File: config.mk
export PLATFORM = sky130hd
export DESIGN_NAME = six_step_commutation_driver_top
export DESIGN_NICKNAME = d
export VERILOG_FILES = /design/src/rtl/sscd_pkg.sv /design/src/rtl/sscd_step.sv /design/src/rtl/six_step_commutation_driver_top.sv
export VERILOG_INCLUDE_DIRS = /design/src /design/src/rtl
export SDC_FILE = /design/constraint.sdc
export NUM_CORES = 1
export LEC_CHECK = 0
export BUFFER_PORTS_ARGS = -buffer_cell sky130_fd_sc_hd__buf_2
export CORE_MARGIN = 4
export CORE_UTILIZATION = 35
export DETAILED_ROUTE_END_ITERATION = 8
export PLACE_DENSITY_LB_ADDON = 0.25
export SLEW_MARGIN = 10
export SYNTH_ARGS = -nofsm -noshare
export SYNTH_HDL_FRONTEND = slang
export SYNTH_HIERARCHICAL = 1
export SYNTH_SLANG_ARGS = --single-unit
File: constraint.sdc
create_clock -name clk -period 6.45 [get_ports clk]
set_input_delay 1.6125 -clock clk [delete_from_list [all_inputs] [get_ports clk]]
set_output_delay 1.6125 -clock clk [all_outputs]
set_load 0.005 [all_outputs]
File: src/rtl/six_step_commutation_driver_top_macros.svh
// ----------------------------------------------------------------------------
// six-step commutation driver assertion macros
// shorthand for the concurrent checks at the end of the top level
// ----------------------------------------------------------------------------
`ifndef SIX_STEP_COMMUTATION_DRIVER_TOP_MACROS_SVH
`define SIX_STEP_COMMUTATION_DRIVER_TOP_MACROS_SVH

// same-cycle implication, disabled while reset is asserted
`define SSCD_ASSERT_NOW(label, clk, rst_n, ante, cons, msg) \
	label: assert property (@(posedge clk) disable iff (!(rst_n)) \
		(ante) |-> (cons)) else $error(msg);

// next-cycle implication, disabled while reset is asserted
`define SSCD_ASSERT_NEXT(label, clk, rst_n, ante, cons, msg) \
	label: assert property (@(posedge clk) disable iff (!(rst_n)) \
		(ante) |=> (cons)) else $error(msg);

`endif

File: src/rtl/sscd_pkg.sv
// ----------------------------------------------------------------------------
// sscd_pkg
// shared types, codes and commutation tables of the six-step driver
// ----------------------------------------------------------------------------
package sscd_pkg;

	// command codes
	localparam logic [1:0] FUNC_STEP  = 2'd0;
	localparam logic [1:0] FUNC_COAST = 2'd1;
	localparam logic [1:0] FUNC_FAULT = 2'd2;

	// direction codes, anything else with the top bit set is reverse
	localparam logic [1:0] DIR_ZERO = 2'd0;
	localparam logic [1:0] DIR_FWD  = 2'd1;

	localparam logic [2:0] SECTORS   = 3'd6;
	localparam logic [2:0] HALF_TURN = 3'd3;

	localparam logic [7:0]  DUTY_MAX        = 8'd250;
	localparam logic [15:0] AUTO_RELOAD_RST = 16'd4799;

	// clamped duty times (reload + 1) stays below 2^24
	localparam int PROD_W = 24;

	typedef logic [PROD_W-1:0] prod_t;
	typedef logic [1:0] phase_t;

	localparam phase_t PHASE_NONE = 2'd3;
	localparam phase_t PHASE_A    = 2'd0;
	localparam phase_t PHASE_B    = 2'd1;
	localparam phase_t PHASE_C    = 2'd2;

	typedef enum logic [1:0] {
		DRV_FLOAT = 2'd0,
		DRV_PWM   = 2'd1,
		DRV_LOW   = 2'd2
	} drive_t;

	typedef struct packed {
		phase_t      high;
		phase_t      low;
		logic [15:0] compare;
		logic [7:0]  duty;
		logic        oe_set;
		logic        oe_clr;
		logic        changed;
	} step_res_t;

	// forward table: phase switched by pwm on its high side
	function automatic phase_t pwm_phase_of(input logic [2:0] idx);
		phase_t p;
		unique case (idx)
			3'd0:    p = PHASE_B;
			3'd1:    p = PHASE_C;
			3'd2:    p = PHASE_C;
			3'd3:    p = PHASE_A;
			3'd4:    p = PHASE_A;
			3'd5:    p = PHASE_B;
			default: p = PHASE_NONE;
		endcase
		return p;
	endfunction

	// forward table: phase whose low side is held on
	function automatic phase_t low_phase_of(input logic [2:0] idx);
		phase_t p;
		unique case (idx)
			3'd0:    p = PHASE_A;
			3'd1:    p = PHASE_A;
			3'd2:    p = PHASE_B;
			3'd3:    p = PHASE_B;
			3'd4:    p = PHASE_C;
			3'd5:    p = PHASE_C;
			default: p = PHASE_NONE;
		endcase
		return p;
	endfunction

	function automatic drive_t phase_mode(input phase_t hi, input phase_t lo,
		input phase_t p);
		drive_t d;
		if (hi == p) begin
			d = DRV_PWM;
		end else if (lo == p) begin
			d = DRV_LOW;
		end else begin
			d = DRV_FLOAT;
		end
		return d;
	endfunction

endpackage

File: src/rtl/sscd_step.sv
// ----------------------------------------------------------------------------
// sscd_step
// decodes one command into the next drive pattern, duty and compare value
// ----------------------------------------------------------------------------
module sscd_step
	import sscd_pkg::*;
(
	input  logic [1:0] func,
	input  logic [2:0] sector,
	input  logic [1:0] direction,
	input  logic [7:0] duty,
	input  prod_t      prod,
	input  phase_t     last_high,
	input  phase_t     last_low,
	output step_res_t  res
);

	logic              good;
	logic              was_driven;
	logic [2:0]        idx;
	phase_t            next_high;
	phase_t            next_low;
	logic [PROD_W:0]   sum;
	logic [PROD_W-8:0] q_est;
	logic [PROD_W:0]   q_x255;
	logic [PROD_W:0]   rem;
	logic [PROD_W-8:0] q_fix;

	// divide by 255: x/256 + x/65536 + x/2^24 lands at most one short
	assign sum    = {1'b0, prod} + {9'b0, prod[PROD_W-1:8]} + {17'b0, prod[PROD_W-1:16]};
	assign q_est  = sum[PROD_W:8];
	assign q_x255 = {q_est, 8'b0} - {8'b0, q_est};
	assign rem    = {1'b0, prod} - q_x255;
	assign q_fix  = q_est + {{(PROD_W-8){1'b0}}, (rem >= 25'd255)};

	assign good       = (sector < SECTORS) && (direction != DIR_ZERO) && (duty != 8'd0);
	assign was_driven = (last_high != PHASE_NONE) || (last_low != PHASE_NONE);

	// reverse runs the forward table half a turn on
	always_comb begin
		if (direction == DIR_FWD) begin
			idx = sector;
		end else if (sector < HALF_TURN) begin
			idx = sector + HALF_TURN;
		end else begin
			idx = sector - HALF_TURN;
		end
	end

	assign next_high = pwm_phase_of(idx);
	assign next_low  = low_phase_of(idx);

	always_comb begin
		res.high    = PHASE_NONE;
		res.low     = PHASE_NONE;
		res.compare = 16'd0;
		res.duty    = 8'd0;
		res.oe_set  = 1'b0;
		res.oe_clr  = 1'b0;
		res.changed = was_driven;
		case (func)
			FUNC_STEP: begin
				if (good) begin
					res.high    = next_high;
					res.low     = next_low;
					res.compare = q_fix[15:0];
					res.duty    = duty;
					res.oe_set  = 1'b1;
					res.changed = !((next_high == last_high) && (next_low == last_low));
				end
			end
			FUNC_COAST: begin
				res.oe_clr = 1'b0;
			end
			FUNC_FAULT: begin
				res.oe_clr = 1'b1;
			end
			default: begin
				res.oe_clr = 1'b0;
			end
		endcase
	end

endmodule

File: src/rtl/six_step_commutation_driver_top.sv
// ----------------------------------------------------------------------------
// six_step_commutation_driver_top
// an accepted command word passes the stage one register, then the result register;
// throughput: one word per cycle while out_stall is low; stage one forms duty * (reload + 1),
// stage two divides by 255, looks up the sector table and updates state
// reset: phases none, output enable set, reload 4799
// ----------------------------------------------------------------------------
`include "six_step_commutation_driver_top_macros.svh"

module six_step_commutation_driver_top
	import sscd_pkg::*;
(
	input  logic              clk,
	input  logic              arst_n,
	input  logic              in_valid,
	output logic              in_stall,
	input  logic [1:0]        func,
	input  logic [2:0]        sector,
	input  logic signed [1:0] direction,
	input  logic [7:0]        duty,
	output logic              out_valid,
	input  logic              out_stall,
	output logic [1:0]        phase_a_drive,
	output logic [1:0]        phase_b_drive,
	output logic [1:0]        phase_c_drive,
	output logic [15:0]       compare_ticks,
	output logic [7:0]        duty_applied,
	output logic              main_output_enable,
	output logic              drive_changed,
	input  logic              auto_reload_we,
	input  logic [15:0]       auto_reload_wdata
);

	logic [15:0] auto_reload_q;
	phase_t      last_high_q;
	phase_t      last_low_q;
	logic        oe_q;

	logic        valid_s1;
	logic [1:0]  func_s1;
	logic [2:0]  sector_s1;
	logic [1:0]  dir_s1;
	logic [7:0]  duty_s1;
	prod_t       prod_s1;

	logic        valid_s2;
	drive_t      drive_a_s2;
	drive_t      drive_b_s2;
	drive_t      drive_c_s2;
	logic [15:0] compare_s2;
	logic [7:0]  duty_s2;
	logic        oe_s2;
	logic        changed_s2;

	logic        s2_ready;
	logic        adv;
	logic        in_fire;
	logic [7:0]  duty_clamp;
	logic [16:0] reload_p1;
	logic [PROD_W:0] prod_full;
	logic        oe_next;
	step_res_t   res;

	assign s2_ready = !valid_s2 || !out_stall;
	assign adv      = valid_s1 && s2_ready;
	assign in_stall = valid_s1 && !s2_ready;
	assign in_fire  = in_valid && !in_stall;

	assign duty_clamp = (duty > DUTY_MAX) ? DUTY_MAX : duty;
	assign reload_p1  = {1'b0, auto_reload_q} + 17'd1;
	assign prod_full  = {17'b0, duty_clamp} * {8'b0, reload_p1};

	always_ff @(posedge clk or negedge arst_n) begin
		if (!arst_n) begin
			auto_reload_q <= AUTO_RELOAD_RST;
		end else if (auto_reload_we) begin
			auto_reload_q <= auto_reload_wdata;
		end
	end

	// stage one: command word and product
	always_ff @(posedge clk or negedge arst_n) begin
		if (!arst_n) begin
			valid_s1 <= 1'b0;
		end else if (in_fire) begin
			valid_s1 <= 1'b1;
		end else if (adv) begin
			valid_s1 <= 1'b0;
		end
	end

	always_ff @(posedge clk) begin
		if (in_fire) begin
			func_s1   <= func;
			sector_s1 <= sector;
			dir_s1    <= direction;
			duty_s1   <= duty_clamp;
			prod_s1   <= prod_full[PROD_W-1:0];
		end
	end

	sscd_step u_step (
		.func      (func_s1),
		.sector    (sector_s1),
		.direction (dir_s1),
		.duty      (duty_s1),
		.prod      (prod_s1),
		.last_high (last_high_q),
		.last_low  (last_low_q),
		.res       (res)
	);

	always_comb begin
		if (res.oe_set) begin
			oe_next = 1'b1;
		end else if (res.oe_clr) begin
			oe_next = 1'b0;
		end else begin
			oe_next = oe_q;
		end
	end

	// drive state moves only when a word enters the result register
	always_ff @(posedge clk or negedge arst_n) begin
		if (!arst_n) begin
			last_high_q <= PHASE_NONE;
			last_low_q  <= PHASE_NONE;
			oe_q        <= 1'b1;
		end else if (adv) begin
			last_high_q <= res.high;
			last_low_q  <= res.low;
			oe_q        <= oe_next;
		end
	end

	// stage two: result register
	always_ff @(posedge clk or negedge arst_n) begin
		if (!arst_n) begin
			valid_s2 <= 1'b0;
		end else if (s2_ready) begin
			valid_s2 <= valid_s1;
		end
	end

	always_ff @(posedge clk) begin
		if (adv) begin
			drive_a_s2 <= phase_mode(res.high, res.low, PHASE_A);
			drive_b_s2 <= phase_mode(res.high, res.low, PHASE_B);
			drive_c_s2 <= phase_mode(res.high, res.low, PHASE_C);
			compare_s2 <= res.compare;
			duty_s2    <= res.duty;
			oe_s2      <= oe_next;
			changed_s2 <= res.changed;
		end
	end

	assign out_valid          = valid_s2;
	assign phase_a_drive      = drive_a_s2;
	assign phase_b_drive      = drive_b_s2;
	assign phase_c_drive      = drive_c_s2;
	assign compare_ticks      = compare_s2;
	assign duty_applied       = duty_s2;
	assign main_output_enable = oe_s2;
	assign drive_changed      = changed_s2;

	`SSCD_ASSERT_NOW(a_off_floats, clk, arst_n,
		out_valid && (duty_applied == 8'd0),
		(drive_a_s2 == DRV_FLOAT) && (drive_b_s2 == DRV_FLOAT) && (drive_c_s2 == DRV_FLOAT),
		"zero duty with a phase still driven")
	`SSCD_ASSERT_NOW(a_one_pwm, clk, arst_n,
		out_valid && (duty_applied != 8'd0),
		($countones({drive_a_s2 == DRV_PWM, drive_b_s2 == DRV_PWM, drive_c_s2 == DRV_PWM}) == 1)
		&& ($countones({drive_a_s2 == DRV_LOW, drive_b_s2 == DRV_LOW,
		drive_c_s2 == DRV_LOW}) == 1),
		"step pattern needs one pwm phase and one low phase")
	`SSCD_ASSERT_NOW(a_oe_off, clk, arst_n,
		out_valid && !main_output_enable,
		duty_applied == 8'd0,
		"gate enable cleared while a step is applied")
	`SSCD_ASSERT_NEXT(a_s1_hold, clk, arst_n,
		valid_s1 && !s2_ready,
		valid_s1,
		"stage one word lost while the result register is blocked")

endmodule

* Yosys cells after proc, flatten, opt, wreduce, memory -nomap -nowiden *
Index checks and enable logic that the tools add are counted.
W data, S select, Z words.

cells by class
  add/sub/neg operators = 8
  $mul = 1
  magnitude comparators = 4
  equality and inequality tests = 15
  mux-type cells = 17
  reductions and logical operators = 27

operators by type and width
  operator                 number
  $mux W29                 2
  $add A24 B16 Y25         1
  $add A25 B8 Y25          1
  $ge A25 B8 Y1 const B    1
  $sub A24 B25 Y25         1
  $sub A25 B17 Y25         1
  $mul A8 B17 Y24          1
  $add A16 B1 Y17 const B  1
  $add A16 B1 Y16          1
  $pmux W2 S3              2
  $reduce_or A2 Y1         6
  $gt A8 B8 Y1 const B     1
  $mux W8                  1
  $reduce_bool A8 Y1       1
  $mux W1                  7
  $eq A2 B1 Y1 const B     3
  $eq A2 B2 Y1 const B     3
  $eq A3 B2 Y1 const B     2
  $eq A3 B3 Y1 const B     2
  $logic_and A1 B1 Y1      6
  $logic_not A2 Y1         3
  $mux W2                  3
  $mux W3                  2
  $logic_not A1 Y1         5
  11 further kinds         15

storage, ports and cells
  flip-flop bits (word level) = 94
  input port bits = 36
  output and inout port bits = 34
  logic and storage cells = 90

* Depth between registers and ports, before layout *
  depth after elaboration = 11
  gate-level depth with buffers = 30
  gate-level depth less buffers = 30

* By module *
Netlist, hierarchy kept.

by module, submodules not included
  module                           times used  cells an instance  area each (um^2)  sequential area each (um^2)
  six_step_commutation_driver_top  1           679                7,628.6           2,725.1
  sscd_step                        1           505                3,649.8           0.0

* Worst setup path after synthesis *
OpenSTA, ideal clock, no wires.

  path kind = register to register
  start point = reg prod_s1[15]
  end point = reg compare_s2[15] (netlist: compare_ticks[15]) (data pin)
  setup time = 0.154 ns
  arrival time = 6.504 ns
  required time = 6.296 ns
  slack = -0.208 ns
  cell stages (with the launch flop) = 30
  path buffers = 0
  clock period less this slack = 6.658 ns
  cells stage by stage = edfxtp_1 -> inv_1 -> fa_1 -> inv_1 -> ha_1 -> a21o_1 -> a211oi_1 -> o21ai_0 -> o21ai_1 -> a21oi_1 -> and3_1 -> and3_1 -> ha_1 -> inv_1 -> fa_1 -> inv_1 -> ha_1 -> a21oi_1 -> o32a_1 -> o211ai_1 -> a221oi_1 -> xor2_1 -> xnor2_1 -> nand4_1 -> ha_1 -> nand4_1 -> nor4_4 -> nand2_2 -> or4_1 -> a21oi_1

between the ends
  cells in the longest elaborated chain, start to end = 6

ends and longest elaborated chain
  what                    line                                    source
  start, declared         six_step_commutation_driver_top.sv:44   prod_t prod_s1;
  start signal, assigned  six_step_commutation_driver_top.sv:98   prod_s1 <= prod_full[PROD_W-1:0];
  $add A24 B16 Y25        sscd_step.sv:30                         assign sum = {1'b0, prod} + {9'b0, prod[PROD_W-1:8]} + {17'b0, prod[PROD_W-1:16]};
  $add A25 B8 Y25         sscd_step.sv:30
  $sub A25 B17 Y25        sscd_step.sv:32                         assign q_x255 = {q_est, 8'b0} - {8'b0, q_est};
  $sub A24 B25 Y25        sscd_step.sv:33                         assign rem = {1'b0, prod} - q_x255;
  $ge A25 B8 Y1           sscd_step.sv:34                         assign q_fix = q_est + {{(PROD_W-8){1'b0}}, (rem >= 25'd255)};
  $add A16 B1 Y16 *       sscd_step.sv:34
  end signal, assigned    six_step_commutation_driver_top.sv:150  compare_s2 <= res.compare;
  end, declared           six_step_commutation_driver_top.sv:50   logic [15:0] compare_s2;

Every way passes the cells marked *; elsewhere a longest branch is shown, timed or not.
A chain may end at the register's enable or synchronous reset.

* Worst setup path after layout *
  start point = reg prod_s1[11]
  end point = reg compare_s2[12] (netlist: compare_ticks[12]) (data pin)

The elaborated chain is that of the path after synthesis.

==> summary.md <==
| Metric | Value |
|---|---|
| Outcome | `complete, but fails checks` |
| Failing checks | `negative setup slack` |
| Wire per inst | `15.34 µm` |
| Async SR Flop Fraction | `24.47%` |
| Worst path arrival time | `6.70 ns` |
| Worst-path clk slew | `0.07 ns` |
| Multi-input gate area | `0.008294 mm²` |
| Fmax | `154.0 MHz` |
| Num CTS Buffers | `9` |
| Starting density of the core | `35.65%` |
| Worst Path Required | `6.65 ns` |
| Critical path class | `reg -> reg` |
| IO Port Bufs | `69` |
| Hold buffers post-CTS | `0` |
| Register area | `0.002725 mm²` |
| Skew-Pair Late Insertion Delay | `0.36 ns` |
| I/O pin cnt | `70` |
| Post-DRT Antenna Nets | `0` |
| Unique masters post-synth | `87` |
| Hpwl dp | `22.65 mm` |
| Fraction of layout cells with a size suffix above 1 | `27.17%` |
| Row count | `65` |
| Hold Vio Cnt, Final | `0` |
| # diodes | `0` |
| Vias in the first global route | `9,263` |
| Crit. End Element | `flop` |
| Most frequent cells in the layout | `160 x inv_1, 147 x buf_4, 104 x fa_1` |
| Critical Path Source Type | `flop` |
| Syn nets | `1,435` |
| Drt first-iter violations | `268` |
| Final period utilization | `100.7%` |
| Post-layout min period | `6.495 ns` |
| Die Wd | `187.5 µm` |
| Most common cell after layout, fill and taps aside | `inv_1` |
| Vias per inst | `4.954` |
| Top FF cell, synth | `edfxtp_1` |
| DRT Pass-1 Iters | `4` |
| Synth Area per Inst | `9.526 µm²` |
| First-pass GRT wire length | `46.00 mm` |
| Drt total wl | `27.50 mm` |
| Synth-to-layout area growth | `23.98%` |
| Drt drc | `0` |
| # fillers | `3,002` |
| Slew HR | `41.33%` |
| Core box area | `0.03164 mm²` |
| Fin util | `44.20%` |
| Fin. max-slew vios | `0` |
| Maximum net fanout on the critical path | `6` |
| EDFF count, synth | `71` |
| Initial antenna violation count | `0` |
| Max-cap viol count | `0` |
| Total grt overflow | `0` |
| Worst-Margin Slew | `0.8800 ns` |
| RSZ-0062 raised after global routing | `yes` |
| Setup ws final | `-0.04475 ns` |
| Total track usage | `15.73%` |
| Yosys warns | `6` |
| Largest net degree at the start of global routing | `40` |
| Hold/Removal Path Class | `reg -> reg` |
| DR vias | `8,882` |
| DIE AREA | `0.03516 mm²` |
| TritonCTS clock tree | `yes` |
| # setup viols final | `2` |
| Slowest cell on crit path | `or4_4` |
| Layout Nets | `1,637` |
| Maximum buffer depth of the clock tree | `2` |
| CP most frequent cell | `ha_4` |
| Clk root buf | `clkbuf_16` |
| Routability Congestion | `0.8527` |
| Flops & latches, synth | `94` |
| H-tree levels | `3` |
| Sequential cell area fraction in the yosys report | `24.16%` |
| Syn Inst Count | `1,184` |
| Clock sinks | `94` |
| Setup skew after layout | `0.008743 ns` |
| CP max stage delay | `0.54 ns` |
| Die Ht | `187.5 µm` |
| Synthesized cell area | `0.01128 mm²` |
[what timing repair did]
action                                  in CTS  in global routing
pin swaps                                   32                 42
endpoints found under the setup margin      11                 15
gates resized for setup                     20                 65
buffers inserted                             9                 13
[state kept, by name, indices dropped and copies added (netlist names), 3 cells and up]
| register | count |
|---|---|
| auto_reload_q | 16 |
| compare_ticks | 16 |
| duty_applied | 8 |
| duty_s1 | 8 |
| prod_s1 | 24 |
| sector_s1 | 3 |
[cell usage after synthesis, types with 20 or more instances]
| master | n | area share [%] |
|---|---|---|
| mux2_2 | 20 | 2.0 |
| xor2_1 | 20 | 1.6 |
| and2_1 | 36 | 2.0 |
| xnor2_1 | 53 | 4.1 |
| edfxtp_1 | 71 | 19 |
| nand3_1 | 29 | 1.3 |
| nor2b_1 | 75 | 4.2 |
| fa_1 | 105 | 19 |
| nand2_1 | 48 | 1.6 |
| nor2_1 | 94 | 3.1 |
| a21oi_1 | 51 | 2.3 |
| clkbuf_1 | 23 | 0.77 |
| ha_1 | 110 | 12 |
| o21ai_0 | 27 | 1.2 |
| inv_1 | 170 | 5.7 |
[through the flow]
step	instance area, µm²	hold slack, ns	worst slack [ns]	cells	setup TNS, ns
2_1_floorplan	11380	0.4436	0.002778	1184	0
3_3_place_gp	13090	0.4577	-0.07429	1756	-0.2826
3_5_place_dp	13090	0.4732	-0.2382	1756	-1.467
4_1_cts	13550	0.4905	0.004296	1780	0
5_1_grt	13980	0.5150	-0.3674	1793	-2.362
6_report	13980	0.4913	-0.04475	1793	-0.04833
[path summary, 6_finish.rpt]
path                            depth (start not counted)                 to         from  slack (ns)
min in group asynchronous                               1  auto_reload_q[14]       arst_n        1.26
max in group asynchronous                               1   auto_reload_q[6]       arst_n        4.79
worst max-delay path                                   30  compare_ticks[12]  prod_s1[11]       -0.04
worst min-delay path                                    1          out_valid     valid_s1        0.49
worst min register to register                          1          out_valid     valid_s1        0.49
worst max register to register                         30  compare_ticks[12]  prod_s1[11]       -0.04
[area by class of cell]
class | count | share of cell area (%)
clock inverters | 7 | 0.6174
clock buffers | 9 | 1.611
multi-input cells | 889 | 59.31
repair buffers | 221 | 10.76
flip-flops and latches | 94 | 19.49
well taps | 402 | 3.597
inverters | 171 | 4.608
[kinds of logic (layout without fill, tap and decap cells)]
group | count (synthesis) | count (layout) | share of synthesized area (%)
AOI/OAI and AO/OA | 174 | 174 | 10.42
xor gates and xnor gates | 75 | 75 | 5.958
adders and majority gates | 215 | 215 | 30.84
buffers and inverters | 201 | 408 | 6.845
DFF | 94 | 94 | 24.16
muxes | 25 | 25 | 2.441
and+or+nand+nor | 400 | 400 | 19.34
[critical path, delay by kind of cell, from the launching register on]
family                     cells  cell delay, ns
AOI/OAI and AO/OA              9            1.81
adders and majority gates      6            1.75
and+or+nand+nor                8            1.53
buffers and inverters          6            0.73
DFF                            1            0.41
muxes                          1            0.09
[routing by layer]
layer  track usage [%]  part of all wire (%)  vias to the layer above
met3             2.085                   2.1                       31
met2             27.85                    50                      117
met5                 0                     0                        -
li1                  -                     -                     4413
met4             4.235                   2.1                        0
met1             20.31                    46                     4321
Power is not shown: default switching activity piles up to over one toggle a cycle in this logic, so the estimate is an artifact.
